<file path="config.mk">
export PLATFORM = sky130hd
export DESIGN_NAME = sitoa_ctrl
export DESIGN_NICKNAME = d
export VERILOG_FILES = /design/src/rtl/sitoa_pkg.sv /design/src/rtl/sitoa_ctrl.sv
export SDC_FILE = /design/constraint.sdc
export NUM_CORES = 1
export LEC_CHECK = 0
export BUFFER_PORTS_ARGS = -buffer_cell sky130_fd_sc_hd__buf_4
export CORE_AREA = 2 2 39 41
export CTS_BUF_LIST = sky130_fd_sc_hd__clkbuf_16
export DETAILED_ROUTE_END_ITERATION = 6
export DIE_AREA = 0 0 41 43
export SYNTH_ARGS = -nofsm -noshare
export SYNTH_HDL_FRONTEND = slang
export SYNTH_SLANG_ARGS = --single-unit
</file>
<file path="constraint.sdc">
create_clock -name clk -period 2.1 [get_ports clk]
set_clock_uncertainty 0.2 [all_clocks]
set_input_delay 0.105 -clock clk [delete_from_list [all_inputs] [get_ports clk]]
set_output_delay 0.105 -clock clk [all_outputs]
set_load 0.05 [all_outputs]
</file>
<file path="src/rtl/sitoa_pkg.sv">
// Package with the shared types and constants of the integer to decimal text converter.
`timescale 1ns / 1ps
package sitoa_pkg;

	// Character codes of the emitted text.
	localparam logic [5:0] ASCII_ZERO  = 6'd48;
	localparam logic [5:0] ASCII_MINUS = 6'd45;

	// Divide by ten as a multiplication by the rounded reciprocal 2^35 / 10.
	localparam logic [31:0] RECIP_TEN   = 32'hCCCC_CCCD;
	localparam int          RECIP_SHIFT = 35;

	// Controller states.
	typedef enum logic [1:0] {
		ST_IDLE,
		ST_CONV,
		ST_SIGN,
		ST_EMIT
	} state_t;

	// Commands from the controller to the datapath.
	typedef struct packed {
		logic load;      // take a new input item
		logic step;      // one divide-by-ten digit step
		logic sel_sign;  // present the minus sign on the output
		logic advance;   // a digit was taken, move to the next one
	} cmd_t;

	// Status from the datapath to the controller.
	typedef struct packed {
		logic conv_last; // this digit step is the final one
		logic negative;  // the current item is negative
		logic idx_zero;  // the digit on the output is the least significant
	} sts_t;

endpackage

</file>
<file path="src/rtl/sitoa_ctrl.sv">
// Controller state machine of the integer to decimal text converter.
`timescale 1ns / 1ps
module sitoa_ctrl (
	input  logic             clk,
	input  logic             arst_n,
	input  logic             in_valid,
	input  logic             out_ready,
	input  sitoa_pkg::sts_t  sts,
	output logic             in_ready,
	output logic             out_valid,
	output sitoa_pkg::cmd_t  cmd
);
	import sitoa_pkg::*;

	state_t state_q;
	state_t state_nxt;

	// State register.
	always_ff @(posedge clk or negedge arst_n) begin
		if (!arst_n) begin
			state_q <= ST_IDLE;
		end else begin
			state_q <= state_nxt;
		end
	end

	// Next state.
	always_comb begin
		state_nxt = state_q;
		case (state_q)
			ST_IDLE: begin
				if (in_valid) begin
					state_nxt = ST_CONV;
				end
			end
			ST_CONV: begin
				if (sts.conv_last) begin
					state_nxt = sts.negative ? ST_SIGN : ST_EMIT;
				end
			end
			ST_SIGN: begin
				if (out_ready) begin
					state_nxt = ST_EMIT;
				end
			end
			ST_EMIT: begin
				if (out_ready && sts.idx_zero) begin
					state_nxt = ST_IDLE;
				end
			end
			default: begin
				state_nxt = ST_IDLE;
			end
		endcase
	end

	// Outputs and datapath commands.
	always_comb begin
		in_ready     = 1'b0;
		out_valid    = 1'b0;
		cmd          = '0;
		case (state_q)
			ST_IDLE: begin
				in_ready = 1'b1;
				cmd.load = in_valid;
			end
			ST_CONV: begin
				cmd.step = 1'b1;
			end
			ST_SIGN: begin
				out_valid    = 1'b1;
				cmd.sel_sign = 1'b1;
			end
			ST_EMIT: begin
				out_valid   = 1'b1;
				cmd.advance = out_ready;
			end
			default: begin
				in_ready = 1'b0;
			end
		endcase
	end

endmodule

</file>
==> flow_summary.toml, run 1 <==
[status]
status = "completed"

[sta]
setup_viol = 0
fin_crit_ns = 1.957
worst_slew_pin_slew_ns = 0.3497
fin_hold_ws_ns = 0.007389
period_share_pct = 93.17
fmax_mhz = 511.1
rsz0062_at_grt = "false"
slew_violations = 0
maxSlewHeadroom_pct = 76.69
hold_viol = 0
fin_tns_setup_ns = 0

[finish]
largest_reg_flops = 2
drive_above_1_share_pct = 58.33
area_growth_pct = 87.15
final_cell_area_um2 = 419.2
top_register = "state_q"
multi_input_area_um2 = 166.4
largestRegisters = "state_q: 2 flops"
nFillCells = 158
nets = 49
n_antenna_cell = 0
seq_area_um2 = 50.05

[setup_path]
critPathArrivalTime_ns = 1.85
start_kind = "register"
crit_type = "reg -> reg"
setup.worst_path.end_class = "register"
cp_max_fo = 4
cp.required_ns = 2.00

[route]
vias_per_cell = 3.692
drc = 0
drt-total-wl_um = 491
drtAntennaViolNets = 0
drt_iter0_drc = 1
dr.pass1.iters = 3
routedWlPerCell_um = 9.442
dr_total_vias = 192

[global_route]
antenna_found_initial = 0
gr-usage-all-layers_pct = 7.631
grt_max_degree = 6
grt_pass1_vias = 191
grt_pass1_wl_um = 807
overflow = 0

[clock_network]
clkTransAtPathRegs_ns = 0.03
clock-sinks = 2
hold_buffers = 1
cts_tree = "yes"
htree_levels = 1
cts-buffers-inserted = 3
post_cts_buffers = 0
cts_max_path_buffers = 2
clk_latency_ns = 0.22
cts_resized = 0
cts-root-buf = "clkbuf_16"

[placement]
dpl_cell_area_um2 = 334.1
io_buffers = 12
place_hpwl_um = 381.9
gp_congestion = 0.6853

[synthesis]
synth_top_family_by_area = "simple AND/OR/NAND/NOR gates"
synth_cell_type_count = 14
synth.area.mux_share_pct = 11.17
ys_ff_latch = 2
yosys.area_share.simple_pct = 25.14
syn_nets = 31
synth-xor-area-share_pct = 0
syn_area_um2 = 224.0
synth_compound_area_share_pct = 15.64
yosysSeqAreaShare_pct = 22.35
ys_warn_count = 0
synth.avg_cell_area_um2 = 11.20
synth_fa_ha_area_share_pct = 22.35
synthCells = 20

[hold_path]
min_path_type = "in -> async"

[die]
dieWidth_um = 41
start_util_pct = 16.18
die_y_um = 43
design.die.area_um2 = 1763
core-area_um2 = 1384
io_pins = 13
row_count = 14

[run]
drv_cap = 0
==> critical path, stage by stage, from the launching register on <==
cell and delay [ns]:
dfrtp_1 0.40, inv_1 0.11, ha_1 0.23, nor2b_2 0.17, a2111oi_4 0.40, mux2_4 0.33
==> stage by stage <==
step | std cells | setup slack [ns] | util [%]
2_1_floorplan | 20 | 0.005900 | -
3_3_place_gp | 48 | 0.2011 | 24.14
3_5_place_dp | 48 | 0.1485 | 24.14
4_1_cts | 52 | 0.1396 | 30.29
5_1_grt | 52 | 0.05971 | 30.29
6_report | 52 | 0.1433 | 30.29
==> synth_stat cells <==
cell type	number	area share, %
a2111oi_4	1	12
a211oi_1	1	3.4
and2_1	1	2.8
and2_2	1	3.4
and3b_1	1	3.9
dfrtp_1	2	22
ha_1	4	22
inv_1	2	3.4
mux2_4	1	6.7
mux2i_1	1	4.5
nand2_2	1	2.8
nor2b_1	2	5.6
nor2b_2	1	3.9
or2_2	1	2.8
==> placed cells by master (no fill, tap or decap), drive strengths merged, types with 2 or more instances in the layout <==
| cell type | Yosys | routed |
|---|---|---|
| and2 | 2 | 2 |
| buf | 0 | 12 |
| inv | 2 | 2 |
| clkbuf | 0 | 3 |
| nor2b | 3 | 3 |
| ha | 4 | 4 |
| dfrtp | 2 | 2 |
==> area by class of cell <==
type | instances | share of cell area [%]
Sequential cell | 2 | 11.94
Inverter | 2 | 1.791
Tap cell | 16 | 4.776
Multi-Input combinational cell | 16 | 39.70
Clock buffer | 3 | 17.91
Timing Repair Buffer | 13 | 23.88
==> path summary, 6_finish.rpt <==
kind,start,endpoint,slack (ns),cells past startpoint
max,state_q[0]$_DFFE_PN0P_,state_q[1]$_DFFE_PN0P_,0.14,5
min,arst_n,state_q[0]$_DFFE_PN0P_,0.007,2
max reg2reg,state_q[0]$_DFFE_PN0P_,state_q[1]$_DFFE_PN0P_,0.14,5
min reg2reg,state_q[1]$_DFFE_PN0P_,state_q[1]$_DFFE_PN0P_,0.43,1
max in group asynchronous,arst_n,state_q[1]$_DFFE_PN0P_,1.61,2
min in group clk,sts[0],state_q[0]$_DFFE_PN0P_,0.12,4
==> logic make-up after synthesis <==
| family | count (synthesis) |
|---|---|
| adders and majority gates | 4 |
| muxes | 2 |
| DFF | 2 |
| buffers and inverters | 2 |
| and+or+nand+nor | 8 |
| AOI/OAI and AO/OA | 2 |
==> layer usage <==
layer	global-route usage [%]	vias to the layer above	routed length, um
li1	-	99	-
met1	8.360	86	206
met2	9.063	7	242
met3	4.712	0	41
met4	8.000	0	0
met5	0	-	0
Power of run 1 is left out: the tool's default activity adds up to more than one toggle a clock period on the data nets, which glitch-free logic cannot reach.
==> inputs of run 2 (changes only) <==
clock period = 2.05 ns   (was 2.1 ns; I/O delays follow)
==> run 2 against run 1 <==
- highest routed layer unchanged
- sequential share of layout area down 0.14 points
- first-iteration DRC count unchanged
- critical path type unchanged
- global-route usage decreased by 0.60 points
- maximum frequency increased by 3.5%
- die area unchanged
- cell area increased by 1.2%
- clock-buffer cell count did not move
- non-clock buffer count is the same
==> flow_summary.toml, run 2 (synthesis results as in run 1) <==
[sta]
fmax_mhz = 529.1
maxSlewHeadroom_pct = 77.53
period_share_pct = 92.19
fin_tns_setup_ns = 0
rsz0062_at_grt = "false"
worst_slew_pin_slew_ns = 0.3371
hold_viol = 0
layout_setup_ws_ns = 0.1601
fin_crit_ns = 1.890
setup_viol = 0
slew_violations = 0

[global_route]
overflow = 0
grt_pass1_vias = 211
gr-usage-all-layers_pct = 7.028
grt_pass1_wl_um = 800
antenna_found_initial = 0
grt_max_degree = 6

[finish]
nets = 49
largestRegisters = "state_q: 2 flops"
drive_above_1_share_pct = 63.89
final_cell_area_um2 = 424.2
area_growth_pct = 89.39
n_antenna_cell = 0
final_common_cell = "buf_4"
nFillCells = 151
fin_util_pct = 30.65
largest_reg_flops = 2
top_register = "state_q"
layout_common_cells = "12 x buf_4, 3 x clkbuf_16"

[route]
drc = 0
drtAntennaViolNets = 0
dr_total_vias = 198
routedWlPerCell_um = 9.615
vias_per_cell = 3.808
dr.pass1.iters = 2
drt_iter0_drc = 1
drt-total-wl_um = 500

[setup_path]
setup.worst_path.end_class = "register"
critPathArrivalTime_ns = 1.79
cp.required_ns = 1.95
start_kind = "register"
cp_max_fo = 4
crit_type = "reg -> reg"

[die]
dieWidth_um = 41
io_pins = 13
row_count = 14
start_util_pct = 16.18
design.die.area_um2 = 1763
core-area_um2 = 1384
die_y_um = 43

[hold_path]
min_path_type = "in -> async"

[clock_network]
cts_resized = 0
post_cts_buffers = 0
cts_max_path_buffers = 2
clkTransAtPathRegs_ns = 0.03
htree_levels = 1
cts-buffers-inserted = 3
clock-sinks = 2
clk_latency_ns = 0.22
cts-root-buf = "clkbuf_16"
hold_buffers = 1
cts_tree = "yes"

[placement]
place_hpwl_um = 387.4
io_buffers = 12
dpl_cell_area_um2 = 339.1
gp_congestion = 0.6699
post-place-ws_ns = 0.1438

[status]
status = "completed"

[run]
drv_cap = 0
-- run 2: cell counts in the layout (fill, tap and decap cells not counted) --
No cell type changed its count.
-- run 2: stage by stage --
stage	instances	hold slack, ns
final	52	0.005893
after global routing	52	0.01781
after CTS	52	0.009227
after detailed placement	48	-0.3140
after global placement	48	-0.3153
after floorplan	20	-0.3931
-- run 2: per-layer routing --
metal / up-vias / share of wire, % / track usage [%]
met5: - / 0 / 0
met4: 0 / 0 / 8.000
met3: 0 / 7.0 / 1.571
met2: 7 / 52 / 9.688
met1: 90 / 41 / 7.717
li1: 101 / - / -
-- run 2: worst max-delay path, stage by stage, from the launching register on --
cell,delay [ns]
dfrtp_1,0.38
inv_1,0.11
ha_2,0.20
nor2b_2,0.16
a2111oi_4,0.39
mux2_4,0.33
-- run 2: worst paths after layout --
kind,start,end,slack (ns),cells past startpoint
setup / recovery,state_q[0]$_DFFE_PN0P_,state_q[1]$_DFFE_PN0P_,0.16,5
min in group clk,sts[0],state_q[0]$_DFFE_PN0P_,0.11,4
hold / removal,arst_n,state_q[1]$_DFFE_PN0P_,0.006,2
hold reg to reg,state_q[1]$_DFFE_PN0P_,state_q[1]$_DFFE_PN0P_,0.43,1
setup reg to reg,state_q[0]$_DFFE_PN0P_,state_q[1]$_DFFE_PN0P_,0.16,5
max in group asynchronous,arst_n,state_q[0]$_DFFE_PN0P_,1.56,2
-- run 2: final cells by class --
| type | count | area, um2 | area share (%) |
|---|---|---|---|
| clock buffers | 3 | 75.07 | 17.70 |
| inverters | 2 | 7.507 | 1.770 |
| multi-input cells | 16 | 171.4 | 40.41 |
| flip-flops and latches | 2 | 50.05 | 11.80 |
| well taps | 16 | 20.02 | 4.720 |
| repair buffers | 13 | 100.1 | 23.60 |
Power of run 2 is left out for the same reason.
==> inputs of run 3 (changes only) <==
ABC_AREA = 1   (was unset)
CTS_BUF_LIST = sky130_fd_sc_hd__clkbuf_4   (was sky130_fd_sc_hd__clkbuf_16)
MAX_ROUTING_LAYER = met4   (was unset)
==> run 3 against run 2 <==
- global-route usage grew 0.57 points
- cell area is 7.7% lower
- critical path depth shrank 1
- highest routed layer unchanged
==> flow_summary.toml, run 3 <==
[synthesis]
netlist.area_leader.share_pct = 20.94
synth.avg_cell_area_um2 = 7.029
syn_area_um2 = 239.0
ys_warn_count = 0
synth_commonest_cells = "11 x nand2_1, 6 x inv_1, 4 x ha_1"
yosysSeqAreaShare_pct = 20.94
ys.flop_type = "dfrtp_1"
synth_cell_type_count = 12
synthCells = 34
syn_nets = 45
synth_most_common_cell = "nand2_1"
synth_area_leaders = "dfrtp_1 21%, ha_1 21%, nand2_1 17%, inv_1 9.4%, nand2_2 7.9%"
ys_async_sr_fraction_pct = 100.0
ys_ff_latch = 2
synth_top_area_cell = "dfrtp_1"
synth_edf_count = 0

[setup_path]
setup.worst_path.end_class = "primary output"
critPathArrivalTime_ns = 1.36
cp_max_fo = 5
cp.required_ns = 1.75
crit_type = "reg -> out"
start_kind = "register"

[placement]
gp_congestion = 0.6686
place_hpwl_um = 401.7
io_buffers = 12

[global_route]
antenna_found_initial = 0
grt_pass1_vias = 220
grt_max_degree = 6
gr-usage-all-layers_pct = 7.598
grt_pass1_wl_um = 793
overflow = 0

[finish]
final_common_cell = "buf_4"
drive_above_1_share_pct = 43.14
largest_reg_flops = 2
n_antenna_cell = 0
layout_common_cells = "12 x buf_4, 11 x nand2_1, 6 x inv_1, 4 x ha_1"
top_register = "state_q"
largestRegisters = "state_q: 2 flops"
area_growth_pct = 63.87
nets = 64

[die]
design.die.area_um2 = 1763
core-area_um2 = 1384
row_count = 14
io_pins = 13
dieWidth_um = 41
start_util_pct = 17.27
die_y_um = 43

[clock_network]
clk_latency_ns = 0.22
post_cts_buffers = 0
cts_tree = "yes"
htree_levels = 1
cts-buffers-inserted = 3
cts_max_path_buffers = 2
cts_resized = 0
clock-sinks = 2
clkTransAtPathRegs_ns = 0.03
cts-root-buf = "clkbuf_4"
hold_buffers = 2

[sta]
setup_viol = 0
worst_slew_pin_slew_ns = 0.1663
hold_viol = 0
fmax_mhz = 599.8
period_share_pct = 81.33
rsz0062_at_grt = "false"
fin_crit_ns = 1.667
slew_violations = 0
maxSlewHeadroom_pct = 88.92
fin_tns_setup_ns = 0

[route]
drt-total-wl_um = 495
drtAntennaViolNets = 0
drt_iter0_drc = 5
vias_per_cell = 3.597
drc = 0
routedWlPerCell_um = 7.388
dr.pass1.iters = 2
dr_total_vias = 241

[hold_path]
min_path_type = "in -> reg"

[status]
status = "completed"

[run]
drv_cap = 0
run 3: changes by cell type in the layout (fill, tap and decap cells not counted), sizes merged, moves of 2 or more:
| cell | before | now |
|---|---|---|
| nand2 | 1 | 15 |
| o21bai | 0 | 2 |
| and2 | 2 | 0 |
| nor2b | 3 | 0 |
| nor2 | 0 | 2 |
| inv | 2 | 7 |
run 3: per-stage QoR:
stage | cells | setup slack [ns] | utilization, % | hold WS [ns] | cell area, um2
floorplan | 34 | 0.3319 | - | -0.3931 | 239.0
global placement | 62 | 0.6316 | 25.23 | -0.3132 | 349.1
detailed placement | 62 | 0.6205 | 25.23 | -0.3126 | 349.1
CTS | 67 | 0.3733 | 28.30 | 0.02889 | 391.6
global route | 67 | 0.3233 | 28.30 | 0.05718 | 391.6
finish | 67 | 0.3828 | 28.30 | 0.04047 | 391.6
run 3: metal layers:
layer  vias up  global-route usage, %  share of wire (%)
li1        133                      -                  -
met1       100                  6.390                 40
met2         8                  10.31                 49
met3         0                  4.712                 11
met4         0                  8.000                  0
met5         -                      -                  0
run 3: logic make-up (layout without fill, tap and decap cells):
logic type | Yosys count | in the layout | synth area share, %
and+or+nand+nor | 18 | 18 | 38.74
buffers and inverters | 7 | 24 | 10.99
adders and majority gates | 4 | 4 | 20.94
AOI/OAI and AO/OA | 3 | 3 | 8.373
DFF | 2 | 2 | 20.94
run 3: path summary, 6_finish.rpt:
| kind | cells past startpoint | end | from | slack (ns) |
|---|---|---|---|---|
| setup / recovery | 4 | out_valid | state_q[0]$_DFFE_PN0P_ | 0.38 |
| hold / removal | 6 | state_q[0]$_DFFE_PN0P_ | sts[1] | 0.04 |
| setup reg to reg | 6 | state_q[0]$_DFFE_PN0P_ | state_q[1]$_DFFE_PN0P_ | 0.65 |
| hold reg to reg | 4 | state_q[0]$_DFFE_PN0P_ | state_q[1]$_DFFE_PN0P_ | 0.45 |
| max in group asynchronous | 3 | state_q[1]$_DFFE_PN0P_ | arst_n | 0.99 |
| min in group asynchronous | 3 | state_q[0]$_DFFE_PN0P_ | arst_n | 0.54 |
run 3: area by class of cell:
type	instances	area, um2
well taps	16	20.02
flip-flops and latches	2	50.05
fillers	150	992.2
multi-input cells	25	162.7
repair buffers	14	110.1
inverters	7	26.28
clock buffers	3	22.52
run 3: worst max-delay path: stages (launching register included):
cell	delay, ns
dfrtp_1	0.37
inv_2	0.07
ha_1	0.23
or2_2	0.28
buf_4	0.19
Power of run 3 is left out for the same reason.
